File: config.mk
export PLATFORM = sky130hd
export DESIGN_NAME = rx_descriptor_ring_consumer
export DESIGN_NICKNAME = d
export VERILOG_FILES = /design/src/hw/rtl/rdrc_pkg.sv /design/src/hw/rtl/rx_descriptor_ring_consumer.sv /design/src/hw/rtl/rdrc_ctrl.sv /design/src/hw/rtl/rdrc_datapath.sv
export VERILOG_INCLUDE_DIRS = /design/src /design/src/hw/rtl
export SDC_FILE = /design/constraint.sdc
export NUM_CORES = 1
export LEC_CHECK = 0
export BUFFER_PORTS_ARGS = -buffer_cell sky130_fd_sc_hd__buf_2
export CAP_MARGIN = 30
export CORE_MARGIN = 4
export CORE_UTILIZATION = 50
export DETAILED_ROUTE_END_ITERATION = 6
export PLACE_DENSITY = 0.68
export SLEW_MARGIN = 20
export SYNTH_ARGS = -nofsm -noshare
export SYNTH_HDL_FRONTEND = slang
export SYNTH_SLANG_ARGS = --single-unit
File: constraint.sdc
create_clock -name i_clk -period 7.2 [get_ports i_clk]
set_clock_uncertainty 0.15 [all_clocks]
set_input_delay 0.72 -clock i_clk [delete_from_list [all_inputs] [get_ports i_clk]]
set_output_delay 0.72 -clock i_clk [all_outputs]
set_load 0.01 [all_outputs]
File: src/hw/rtl/rx_descriptor_ring_consumer_defines.svh
// Assertion macros shared by the receive descriptor ring consumer RTL.
`ifndef RX_DESCRIPTOR_RING_CONSUMER_DEFINES_SVH
`define RX_DESCRIPTOR_RING_CONSUMER_DEFINES_SVH
`ifndef SYNTH
// Clocked property that is ignored while reset is asserted.
`define RDRC_ASSERT(label, clk, rst_n, prop, msg) \
    label: assert property (@(posedge clk) disable iff (!rst_n) prop) else $error(msg);
// Clocked property that is checked during reset as well.
`define RDRC_ASSERT_ALWAYS(label, clk, prop, msg) \
    label: assert property (@(posedge clk) prop) else $error(msg);
`else
`define RDRC_ASSERT(label, clk, rst_n, prop, msg)
`define RDRC_ASSERT_ALWAYS(label, clk, prop, msg)
`endif
`endif

File: src/hw/rtl/rdrc_pkg.sv
// Shared types and constants of the receive descriptor ring consumer.
`default_nettype none

package rdrc_pkg;

    localparam int DEF_RING_DEPTH = 16;
    localparam int SCAN_LANES     = 16;
    localparam int LEN_W          = 14;
    localparam int SLOT_W         = 4;
    localparam int STATUS_W       = 3;
    localparam int ADDR_W         = 3;
    localparam int DATA_W         = 32;

    localparam logic [LEN_W-1:0] FCS_BYTES = LEN_W'(4);

    // Codes of the item's action field.
    localparam logic ACT_COMPLETE = 1'b0;
    localparam logic ACT_POLL     = 1'b1;

    // Register index as seen in paddr[ADDR_W-1].
    localparam logic REG_DEVICE_ENABLED = 1'b0;

    typedef enum logic [STATUS_W-1:0] {
        ST_ACCEPTED  = 3'd0,
        ST_EMPTY     = 3'd1,
        ST_DELIVERED = 3'd2,
        ST_ERROR     = 3'd3,
        ST_RUNT      = 3'd4
    } t_status;

    typedef enum logic [2:0] {
        S_IDLE,
        S_COMPLETE,
        S_EMPTY,
        S_SCAN,
        S_FINISH
    } t_state;

    typedef struct packed {
        logic latch;       // capture the item and start a scan at the cursor
        logic write;       // store a completion and hand the slot to the host
        logic step;        // examine the next chunk of the ring
        logic consume;     // report the found slot and repost it
        logic emit_empty;  // report an empty poll
    } t_ctrl_cmd;

    typedef struct packed {
        logic hit;         // a host-owned slot is in the current chunk
        logic last_chunk;  // the current chunk completes one turn of the ring
    } t_dp_status;

endpackage

`default_nettype wire

File: src/hw/rtl/rx_descriptor_ring_consumer.sv
// Top level of the receive descriptor ring consumer: config register, control and datapath.
// A result strobes on o_done once its item is done. A poll scans the ring from the cursor in
// chunks set by the 16-slot scan window, until it finds a host-owned slot or has seen one turn.
// Synchronous active-low reset gives every slot to the NIC, zeroes cursor and enable, no sweep.
// Results cannot be stalled: each is shown for exactly one cycle.
`default_nettype none
`include "rx_descriptor_ring_consumer_defines.svh"

module rx_descriptor_ring_consumer
    import rdrc_pkg::*;
#(
    parameter int RING_DEPTH = DEF_RING_DEPTH
) (
    input  wire logic                i_clk,
    input  wire logic                i_rst_n,

    // Item command port.
    input  wire logic                start,
    output logic                     busy,
    input  wire logic                i_action,
    input  wire logic [SLOT_W-1:0]   i_slot_index,
    input  wire logic [LEN_W-1:0]    i_packet_length,
    input  wire logic                i_error_summary,
    input  wire logic [LEN_W-1:0]    i_buffer_capacity,

    // Result port.
    output logic                     o_done,
    output logic [STATUS_W-1:0]      o_status,
    output logic [LEN_W-1:0]         o_frame_length,
    output logic [SLOT_W-1:0]        o_consumed_slot,
    output logic                     o_resynced,

    // Configuration port.
    input  wire logic                psel,
    input  wire logic                penable,
    input  wire logic                pwrite,
    input  wire logic [ADDR_W-1:0]   paddr,
    input  wire logic [DATA_W-1:0]   pwdata,
    output logic [DATA_W-1:0]        prdata,
    output logic                     pready
);

    // The only register is the device enable. While it is clear, every poll
    // reports an empty ring and leaves the ring state alone; completions are
    // still recorded. The user writes it only while idle; the block does not enforce it.
    logic r_device_enabled;
    logic cfg_write;
    logic reg_sel;

    t_ctrl_cmd  cmd;
    t_dp_status dp_stat;

    // A result carries a length only when it delivers a frame.
    logic len_ok;

    assign pready    = 1'b1;
    assign reg_sel   = (paddr[ADDR_W-1] == REG_DEVICE_ENABLED);
    assign cfg_write = psel && penable && pwrite && pready;

    always_ff @(posedge i_clk) begin
        if (!i_rst_n) begin
            r_device_enabled <= 1'b0;
        end else if (cfg_write && reg_sel) begin
            r_device_enabled <= pwdata[0];
        end
    end

    // Reads return the enable bit at its address and zero elsewhere.
    assign prdata = reg_sel ? {{(DATA_W - 1){1'b0}}, r_device_enabled} : '0;

    // The controller accepts an item in its idle state and walks it through
    // the completion write, the empty report or the ring scan. It sees the
    // datapath only through the command and status structs.
    rdrc_ctrl u_ctrl (
        .i_clk     (i_clk),
        .i_rst_n   (i_rst_n),
        .i_start   (start),
        .i_action  (i_action),
        .i_enabled (r_device_enabled),
        .i_stat    (dp_stat),
        .o_cmd     (cmd),
        .o_busy    (busy)
    );

    // The datapath holds the ownership bits, the descriptor memory, the
    // cursor and the scan window, and registers every result it reports.
    rdrc_datapath #(
        .RING_DEPTH (RING_DEPTH)
    ) u_datapath (
        .i_clk             (i_clk),
        .i_rst_n           (i_rst_n),
        .i_cmd             (cmd),
        .i_slot_index      (i_slot_index),
        .i_packet_length   (i_packet_length),
        .i_error_summary   (i_error_summary),
        .i_buffer_capacity (i_buffer_capacity),
        .o_stat            (dp_stat),
        .o_done            (o_done),
        .o_status          (o_status),
        .o_frame_length    (o_frame_length),
        .o_consumed_slot   (o_consumed_slot),
        .o_resynced        (o_resynced)
    );

    assign len_ok = (o_status == ST_DELIVERED) || (o_frame_length == '0);

    // An accepted item always keeps the block busy in the following cycle.
    `RDRC_ASSERT(a_accept_busy, i_clk, i_rst_n, (start && !busy) |=> busy, "accept without busy")
    // A result only follows a cycle of work.
    `RDRC_ASSERT(a_done_after_work, i_clk, i_rst_n, o_done |-> $past(busy), "result from idle")
    // Only a delivered frame carries a length.
    `RDRC_ASSERT(a_len_only_delivered, i_clk, i_rst_n, o_done |-> len_ok, "stray frame length")
    // Reset leaves no result pending and the controller idle.
    `RDRC_ASSERT_ALWAYS(a_reset_quiet, i_clk, !i_rst_n |=> (!o_done && !busy), "busy after reset")

endmodule

`default_nettype wire

File: src/hw/rtl/rdrc_ctrl.sv
// Sequencing state machine of the receive descriptor ring consumer.
`default_nettype none

module rdrc_ctrl
    import rdrc_pkg::*;
(
    input  wire logic       i_clk,
    input  wire logic       i_rst_n,
    input  wire logic       i_start,
    input  wire logic       i_action,
    input  wire logic       i_enabled,
    input  wire t_dp_status i_stat,
    output t_ctrl_cmd       o_cmd,
    output logic            o_busy
);

    t_state r_state;
    t_state n_state;

    always_ff @(posedge i_clk) begin
        if (!i_rst_n) begin
            r_state <= S_IDLE;
        end else begin
            r_state <= n_state;
        end
    end

    always_comb begin
        n_state = r_state;
        unique case (r_state)
            S_IDLE: begin
                if (i_start) begin
                    if (i_action == ACT_COMPLETE) begin
                        n_state = S_COMPLETE;
                    end else if (!i_enabled) begin
                        n_state = S_EMPTY;
                    end else begin
                        n_state = S_SCAN;
                    end
                end
            end
            S_COMPLETE: n_state = S_IDLE;
            S_EMPTY:    n_state = S_IDLE;
            S_SCAN: begin
                if (i_stat.hit) begin
                    n_state = S_FINISH;
                end else if (i_stat.last_chunk) begin
                    n_state = S_IDLE;
                end
            end
            S_FINISH:   n_state = S_IDLE;
            default:    n_state = S_IDLE;
        endcase
    end

    always_comb begin
        o_cmd  = '0;
        o_busy = 1'b1;
        unique case (r_state)
            S_IDLE: begin
                o_busy      = 1'b0;
                o_cmd.latch = i_start;
            end
            S_COMPLETE: o_cmd.write = 1'b1;
            S_EMPTY:    o_cmd.emit_empty = 1'b1;
            S_SCAN: begin
                o_cmd.step       = 1'b1;
                o_cmd.emit_empty = !i_stat.hit && i_stat.last_chunk;
            end
            S_FINISH:   o_cmd.consume = 1'b1;
            default:    o_busy = 1'b1;
        endcase
    end

endmodule

`default_nettype wire

File: src/hw/rtl/rdrc_datapath.sv
// Ring state, descriptor memory, chunked ownership scan and result registers.
`default_nettype none

module rdrc_datapath
    import rdrc_pkg::*;
#(
    parameter int RING_DEPTH = DEF_RING_DEPTH
) (
    input  wire logic              i_clk,
    input  wire logic              i_rst_n,
    input  wire t_ctrl_cmd         i_cmd,
    input  wire logic [SLOT_W-1:0] i_slot_index,
    input  wire logic [LEN_W-1:0]  i_packet_length,
    input  wire logic              i_error_summary,
    input  wire logic [LEN_W-1:0]  i_buffer_capacity,
    output t_dp_status             o_stat,
    output logic                   o_done,
    output logic [STATUS_W-1:0]    o_status,
    output logic [LEN_W-1:0]       o_frame_length,
    output logic [SLOT_W-1:0]      o_consumed_slot,
    output logic                   o_resynced
);

    localparam int IDX_W = $clog2(RING_DEPTH);
    localparam int LANES = (RING_DEPTH < SCAN_LANES) ? RING_DEPTH : SCAN_LANES;
    localparam int CNT_W = $clog2(RING_DEPTH + LANES + 1);

    localparam logic [IDX_W:0]   DEPTH_I = (IDX_W + 1)'(RING_DEPTH);
    localparam logic [IDX_W:0]   LANES_I = (IDX_W + 1)'(LANES);
    localparam logic [CNT_W-1:0] DEPTH_C = CNT_W'(RING_DEPTH);
    localparam logic [CNT_W-1:0] LANES_C = CNT_W'(LANES);

    // Latched item.
    logic [SLOT_W-1:0] r_slot;
    logic [LEN_W-1:0]  r_length;
    logic              r_error;
    logic [LEN_W-1:0]  r_cap;

    // Ring bookkeeping.
    logic [RING_DEPTH-1:0] r_nic_owns;
    logic [IDX_W-1:0]      r_cursor;
    logic [IDX_W-1:0]      r_pos;
    logic [CNT_W-1:0]      r_count;
    logic [IDX_W-1:0]      r_found;

    // Descriptor memory: {length, error} per slot.
    logic [LEN_W:0] r_mem [RING_DEPTH];
    logic [LEN_W:0] r_rd_word;

    // Result registers.
    logic                r_done;
    t_status             r_status;
    logic [LEN_W-1:0]    r_frame_length;
    logic [SLOT_W-1:0]   r_consumed_slot;
    logic                r_resynced;

    logic             slot_in_ring;
    logic [IDX_W-1:0] wr_addr;
    logic [IDX_W-1:0] lane_idx [LANES];
    logic [LANES-1:0] lane_host;
    logic             hit;
    logic [IDX_W-1:0] hit_idx;
    logic [IDX_W:0]   pos_sum;
    logic [IDX_W-1:0] n_pos;
    logic [IDX_W:0]   cur_sum;
    logic [IDX_W-1:0] n_cursor;
    logic [LEN_W-1:0] rd_len;
    logic             rd_err;
    logic [LEN_W-1:0] trimmed;
    t_status          fin_status;
    logic [LEN_W-1:0] fin_len;

    assign slot_in_ring = (int'(r_slot) < RING_DEPTH);
    assign wr_addr      = IDX_W'(r_slot);

    // Lane k looks at slot (pos + k) mod depth. Lanes that run past one full
    // turn revisit slots already seen as NIC-owned, so they never hit.
    always_comb begin
        logic [IDX_W:0] sum;
        sum = '0;
        for (int k = 0; k < LANES; k++) begin
            sum = {1'b0, r_pos} + (IDX_W + 1)'(k);
            if (sum >= DEPTH_I) begin
                sum = sum - DEPTH_I;
            end
            lane_idx[k]  = sum[IDX_W-1:0];
            lane_host[k] = !r_nic_owns[lane_idx[k]];
        end
    end

    always_comb begin
        hit     = |lane_host;
        hit_idx = lane_idx[0];
        for (int k = LANES - 1; k >= 0; k--) begin
            if (lane_host[k]) begin
                hit_idx = lane_idx[k];
            end
        end
    end

    always_comb begin
        pos_sum = {1'b0, r_pos} + LANES_I;
        if (pos_sum >= DEPTH_I) begin
            pos_sum = pos_sum - DEPTH_I;
        end
        n_pos = pos_sum[IDX_W-1:0];
    end

    always_comb begin
        cur_sum = {1'b0, r_found} + (IDX_W + 1)'(1);
        if (cur_sum >= DEPTH_I) begin
            cur_sum = '0;
        end
        n_cursor = cur_sum[IDX_W-1:0];
    end

    assign o_stat.hit        = hit;
    assign o_stat.last_chunk = ((r_count + LANES_C) >= DEPTH_C);

    // Classification of the found descriptor.
    assign rd_len  = r_rd_word[LEN_W:1];
    assign rd_err  = r_rd_word[0];
    assign trimmed = rd_len - FCS_BYTES;

    always_comb begin
        fin_len = '0;
        priority if (rd_err) begin
            fin_status = ST_ERROR;
        end else if (rd_len < FCS_BYTES) begin
            fin_status = ST_RUNT;
        end else begin
            fin_status = ST_DELIVERED;
            fin_len    = (trimmed > r_cap) ? r_cap : trimmed;
        end
    end

    always_ff @(posedge i_clk) begin
        if (i_cmd.latch) begin
            r_slot   <= i_slot_index;
            r_length <= i_packet_length;
            r_error  <= i_error_summary;
            r_cap    <= i_buffer_capacity;
        end
    end

    always_ff @(posedge i_clk) begin
        if (i_cmd.write && slot_in_ring) begin
            r_mem[wr_addr] <= {r_length, r_error};
        end
    end

    always_ff @(posedge i_clk) begin
        if (i_cmd.step && hit) begin
            r_rd_word <= r_mem[hit_idx];
            r_found   <= hit_idx;
        end
    end

    always_ff @(posedge i_clk) begin
        if (!i_rst_n) begin
            r_nic_owns <= '1;
            r_cursor   <= '0;
        end else begin
            if (i_cmd.write && slot_in_ring) begin
                r_nic_owns[wr_addr] <= 1'b0;
            end
            if (i_cmd.consume) begin
                r_nic_owns[r_found] <= 1'b1;
                r_cursor            <= n_cursor;
            end
        end
    end

    always_ff @(posedge i_clk) begin
        if (i_cmd.latch) begin
            r_pos   <= r_cursor;
            r_count <= '0;
        end else if (i_cmd.step) begin
            r_pos   <= n_pos;
            r_count <= r_count + LANES_C;
        end
    end

    always_ff @(posedge i_clk) begin
        if (!i_rst_n) begin
            r_done <= 1'b0;
        end else begin
            r_done <= i_cmd.write || i_cmd.consume || i_cmd.emit_empty;
        end
    end

    always_ff @(posedge i_clk) begin
        if (i_cmd.write) begin
            r_status        <= ST_ACCEPTED;
            r_frame_length  <= '0;
            r_consumed_slot <= '0;
            r_resynced      <= 1'b0;
        end else if (i_cmd.consume) begin
            r_status        <= fin_status;
            r_frame_length  <= fin_len;
            r_consumed_slot <= SLOT_W'(r_found);
            r_resynced      <= (r_found != r_cursor);
        end else if (i_cmd.emit_empty) begin
            r_status        <= ST_EMPTY;
            r_frame_length  <= '0;
            r_consumed_slot <= '0;
            r_resynced      <= 1'b0;
        end
    end

    assign o_done          = r_done;
    assign o_status        = r_status;
    assign o_frame_length  = r_frame_length;
    assign o_consumed_slot = r_consumed_slot;
    assign o_resynced      = r_resynced;

endmodule

`default_nettype wire
# ---- Yosys cells after proc, flatten, opt, wreduce, memory -nomap -nowiden
# Memory sizes are Yosys's and may differ from the RTL's. A register that Yosys moved wholly into a read port is not among the register bits.
# Index checks and enable logic that the tools add are counted.
dict set report totals {
  memories 1
  wordCells 239
  input_bits 75
  mem_bits_rw 240
  output_inout_bits 57
  regBits 94
}
dict set report op_classes {
  eq_ne 7
  add_sub_neg 36
  n_mux 103
  reduce_logical 31
  magnitude_cmp 41
  bitwise_logic 4
}
# name words width rd rd_ports_with_merged_regs write_ports line_no
set memory_table {}
lappend memory_table {u_datapath.r_mem 16 15 1 1 1 rdrc_datapath.sv:47} ;# logic [LEN_W:0] r_mem [RING_DEPTH];
# op count
set ops {}
lappend ops {{$mux W4} 38}
lappend ops {{$lt A4 B5 Y1 const B} 18}
lappend ops {{$ge A5 B5 Y1 const B} 17}
lappend ops {{$mux W14} 5}
lappend ops {{$sub A4 B1 Y4 const B} 17}
lappend ops {{$bmux W1 S4} 16}
lappend ops {{$mux W16} 3}
lappend ops {{$add A4 B4 Y5 const B} 8}
lappend ops {{$mux W1} 29}
lappend ops {{$mux W3} 8}
lappend ops {{$add A4 B3 Y5 const B} 4}
lappend ops {{$logic_not A1 Y1} 17}
lappend ops {{$and A16 B16 Y16} 1}
lappend ops {{$not A16 Y16} 1}
lappend ops {{$or A16 B16 Y16} 1}
lappend ops {{$reduce_or A16 Y1} 1}
lappend ops {{$gt A14 B14 Y1} 1}
lappend ops {{$lt A14 B3 Y1 const B} 1}
lappend ops {{$sub A14 B3 Y14 const B} 1}
lappend ops {{$add A4 B1 Y5 const B} 2}
lappend ops {{$add A4 B2 Y5 const B} 2}
lappend ops {{$demux W1 S4} 2}
lappend ops {{$ge A4 B1 Y1 const B} 2}
lappend ops {{$logic_and A1 B1 Y1} 7}
lappend ops {{other kinds (17)} 20}

# ---- Depth between registers and ports, before layout
dict set report logic_depth {
  ltp_word 21
  ltp_mapped 20
}

# ---- Hierarchy
# A second synthesis with hierarchy kept.
dict set report unflattened {
  cells_unflattened 1029
  area_unflattened_um2 16089.2
}
# mod cells_each seq_area_each_um2 area_each_um2 n_inst
set modules_own_cells {}
lappend modules_own_cells {rdrc_datapath 969 9789.4 15588.7 1}
lappend modules_own_cells {rx_descriptor_ring_consumer 40 20.0 315.3 1}
lappend modules_own_cells {rdrc_ctrl 20 60.1 185.2 1}

# ---- Worst setup path before layout
# No wires, ideal clock.
dict set report synth_timing {
  kind {flip-flop to flip-flop}
  start {reg u_datapath.r_pos[1]}
  end {reg u_datapath.r_rd_word[11], read port of u_datapath.r_mem (data pin)}
  n_path_buf 6
  arrival_ns 4.649
  stages_incl_launch_ff 19
  period_less_slack_ns 5.067
  slack_ns 2.133
  setup_time_ns 0.268
  cell_sequence {edfxtp_1 -> clkbuf_1 -> buf_2 -> clkinv_1 -> ha_1 -> buf_2 -> buf_2 -> mux4_2 -> mux4_2 -> o2111ai_1 -> o21ai_1 -> a2111o_1 -> o21a_1 -> buf_6 -> inv_4 -> buf_2 -> mux2_2 -> o2111ai_1 -> nand4_1}
}
dict set report synth_between {
  elab_chain_cells 21
  elab_cells_between_ends 129
  cone_classes {add/sub (31); order compare (16); mux (64); reduce/logical (18)}
}
# element line_no
set synth_rtl {}
lappend synth_rtl {{start: declaration} rdrc_datapath.sv:42} ;# logic [IDX_W-1:0] r_pos;
lappend synth_rtl {{start signal: assignment} rdrc_datapath.sv:176} ;# r_pos <= r_cursor;
lappend synth_rtl {{start signal: assignment} rdrc_datapath.sv:179} ;# r_pos <= n_pos;
lappend synth_rtl {{$add A4 B4 Y5} rdrc_datapath.sv:82} ;# sum = {1'b0, r_pos} + (IDX_W + 1)'(k);
lappend synth_rtl {{$sub A4 B1 Y4 / $ge A5 B5 Y1 (equally long branches)} {rdrc_datapath.sv:84, rdrc_datapath.sv:83}}
lappend synth_rtl {{$mux W4} rdrc_datapath.sv:83} ;# if (sum >= DEPTH_I) begin
lappend synth_rtl {{$bmux W1 S4} rdrc_datapath.sv:87} ;# lane_host[k] = !r_nic_owns[lane_idx[k]];
lappend synth_rtl {{$mux W1 (not written as such)} rdrc_datapath.sv:87}
lappend synth_rtl {{$mux W4 (16 in series)} rdrc_datapath.sv:95} ;# if (lane_host[k]) begin
lappend synth_rtl {{end: declaration} rdrc_datapath.sv:48} ;# logic [LEN_W:0] r_rd_word;
# Parallel ways exist; a longest one is shown, timed or not. The select of a mux whose other input is x is not followed.
# A chain may end at the register's enable or synchronous reset.

# ---- Worst setup path in the final report
dict set report layout_timing {
  start {reg u_datapath.r_pos[1]}
  end {reg u_datapath.r_rd_word[8], read port of u_datapath.r_mem (data pin)}
}
# The elaborated chain is that of the path after synthesis.

==> results.md <==
* Cell Count, Final, Fillers Out at 1,784
* P per Cell Area at 242.8 nW/um^2
* Initial DRT Pass Iterations at 5
* CP Capture Type: flip-flop
* Cells after synthesis at 1,239
* TritonCTS clock tree: built
* Synth Area in Compound Gates at 0.1163
* Starting DRT DRC Count at 1,114
* Die height at 189.4 um
* Wire per inst at 22.50 um
* Seq/Total Area, Yosys at 0.6001
* Post-synth top cells: 296 x edfxtp_1, 117 x nand2_1, 68 x inv_1
* Final instance area at 18,390 sq um
* Die width at 189.4 um
* IO buf count at 66
* R2r startpoint: u_datapath.r_pos[1]
* Top cell type by total area after synthesis: edfxtp_1
* Predominant post-synthesis flop cell: edfxtp_1
* Setup_tns at 0 ns
* Post-synthesis simple-gate area fraction at 0.06908
* Xor and xnor fraction of the mapped netlist area at 0.01704
* Unrepaired setup endpoints after global routing: no
* Yosys cell types at 71
* Area contributors post-synth: edfxtp_1 54%, mux4_2 6.2%, dfxtp_1 6.0%, o211ai_1 3.1%, mux2_2 3.0%
* Hold slack at 0.2169 ns
* Largest family of logic cells by synthesized area: multiplexers
* Critical Path Max Stage Delay at 0.95 ns
* N_diodes at 0
* R2R depth at 15
* Row cnt at 66
* # hold bufs at CTS at 0
* Syn-to-layout area delta at 11.81%
* # nets final at 1,421
* WP data arrival at 6.09 ns
* R2R setup slack at 1.33 ns
* Max Fclk at 170.4 MHz
* Gpl congestion at 0.9201
* Pins Over Slew Limit at 0
* Crit path kind: reg2reg
* Clock period minus worst slack at 5.870 ns
* Final setup violation count at 0
* Max cap viols at 0
* Final Hold Viols at 0
* CTS sink cnt at 345
* DP Wirelength at 24,940 um
* Synth Area in Adders at 0.02054
* Clk_lat worst skew at 0.53 ns
* Core Region at 32,450 sq um
* DP Area at 17,290 sq um
* Full die area at 35,860 sq um
* DR vias at 10,730
* I/O pin total at 132
* Setup crit start: u_datapath.r_pos[1]
* Synthesized area at 16,450 sq um
* Critical path cell sequence: clkinv_1, ha_1, mux4_2, mux2_2, o22ai_1, o211ai_1, a211oi_1, a211oi_1, nor3_2, buf_4, inv_2, a211o_1, buf_4, a221o_1, nand4_1
* Initial antenna violation count at 1
* Slowest CP cell: ha_1
* Final Util at 0.5666
* Tcrit/Tclk final at 0.8153
* Worst r2r dst: u_datapath.r_rd_word[8]
* Max Fanout on Critical Path at 17
* Yosys top cell area share at 0.5405
* WL final at 40,140 um
* Routed vias/inst at 6.013
* Vias in the first global route at 10,230
* Dpl cells at 1,722
* Layout cells sized above 1 at 0.2027
* Post-CTS sizing at 0
* Outcome: finished clean
* Drc violations at 0
* Hold Crit Class: in2reg
* Data required, critical path at 7.42 ns
* Least-Margin Pin Slew at 0.9010 ns
* Setup crit start kind: flip-flop
* First-pass GRT wire length at 60,950 um
* Total grt overflow at 0
* TritonCTS Buffers at 34
* Worst slew margin at 0.3950
* Async S/R FF share, synth at 0
* Syn Area/Cell at 13.27 sq um
* ANT nets after route at 0
* Hold_sp: i_packet_length[9]
* Peak supply drop at 194.9 uV
* Most common cell in the netlist: edfxtp_1
* Number of setup buffers added after CTS at 0
* Yosys synthesis warning count at 0
* Root Buffer: clkbuf_16
* P_leak at 6.626 nW
* Mux share of post-synthesis cell area at 0.1252
* Global Route Usage Sum at 0.2188
* Largest net degree at the start of global routing at 61
* Synthesis-stage register bit count at 345
* Post-synth EDFFs at 296
* CTS max path bufs at 3
* Initial core utilization at 0.5067
* H-tree depth at 2
* Worst setup path endpoint: u_datapath.r_rd_word[8]
* Clk slew on worst S/H paths at 0.06 ns
## cell type report
class / instances / area [sq um]
inverters: 72 / 272.8
repair buffers: 112 / 711.9
well taps: 442 / 553.0
clock buffers: 41 / 908.4
fillers: 2593 / 14070
flip-flops and latches: 345 / 9869
multi-input cells: 754 / 5914
clock inverters: 18 / 157.7
## cell usage in the layout, fill, tap and decap left out, types with 10 or more instances in the layout
master | Yosys | final
nor2_1 | 47 | 45
o211ai_1 | 67 | 67
buf_2 | 13 | 66
mux4_2 | 45 | 45
inv_1 | 68 | 68
mux2_2 | 44 | 44
conb_1 | 2 | 32
nand3_1 | 20 | 20
o21ai_0 | 47 | 47
o2111ai_1 | 34 | 34
mux2i_1 | 47 | 47
clkbuf_16 | 0 | 35
a221o_1 | 16 | 16
a21oi_1 | 48 | 48
dfxtp_1 | 49 | 49
buf_4 | 36 | 42
nand2_1 | 117 | 117
xor2_1 | 17 | 17
nand4_1 | 17 | 17
ha_1 | 27 | 27
edfxtp_1 | 296 | 296
xnor2_1 | 10 | 10
## metal layers
metal,global-route usage,routed length [um]
met5,0,0
met4,0.04925,665
met3,0.03448,3188
met2,0.3425,18660
met1,0.3267,17620
## where the power goes
| part | internal, mW | switching (mW) | leakage (nW) |
|---|---|---|---|
| Sequential | 2.21 | 0.0330 | 3.08 |
| Combinational | 0.194 | 0.329 | 3.01 |
| Clock | 0.979 | 0.722 | 0.533 |
## registers in the layout (all words and copies together) (netlist names)
signal and count:
u_datapath.r_rd_word 15, u_datapath.r_mem 240, r_device_enabled 1, u_datapath.r_found 4
u_datapath.r_length 14, u_ctrl.r_state 3, u_datapath.o_consumed_slot 4, u_datapath.r_cursor 4
u_datapath.o_frame_length 14, u_datapath.r_slot 4, u_datapath.o_status 3, u_datapath.r_nic_owns 16
u_datapath.r_cap 14, u_datapath.o_done 1, u_datapath.r_error 1, u_datapath.r_count 2
u_datapath.r_pos 4, u_datapath.o_resynced 1
## worst max-delay path: cells and delay by family (launching register included)
| family | cells | cell delay [ns] |
|---|---|---|
| AOI/OAI and AO/OA | 6 | 1.56 |
| and+or+nand+nor | 2 | 0.35 |
| adders and majority gates | 1 | 0.95 |
| muxes | 2 | 1.01 |
| buffers and inverters | 4 | 1.34 |
| DFF | 1 | 0.35 |
## worst min-delay path by stage
| stage | depth (start not counted) | to |
|---|---|---|
| after floorplan | 0 | u_datapath.r_pos[3] |
| after global placement | 2 | u_datapath.o_consumed_slot[3] |
| after detailed placement | 2 | u_datapath.o_consumed_slot[3] |
| after CTS | 1 | u_datapath.r_length[9] |
| after global routing | 1 | u_datapath.r_length[10] |
| final | 1 | u_datapath.r_length[9] |
## logic make-up (layout without fill, tap and decap cells)
group	count (synthesis)	after routing
AO/OA/AOI/OAI	272	272
XOR/XNOR	29	29
adder cells (fa/ha/maj)	27	27
buffers and inverters	170	243
flip-flops	345	345
multiplexers	143	143
other	2	32
AND/OR/NAND/NOR	251	251
## stage by stage
step | setup slack [ns] | power [mW]
after floorplan | 2.133 | 2.646
after global placement | 1.443 | 2.792
after detailed placement | 1.385 | 2.800
after CTS | 1.379 | 4.486
after global routing | 1.125 | 4.636
final | 1.330 | 4.464
(Power assumes the default switching activity.)
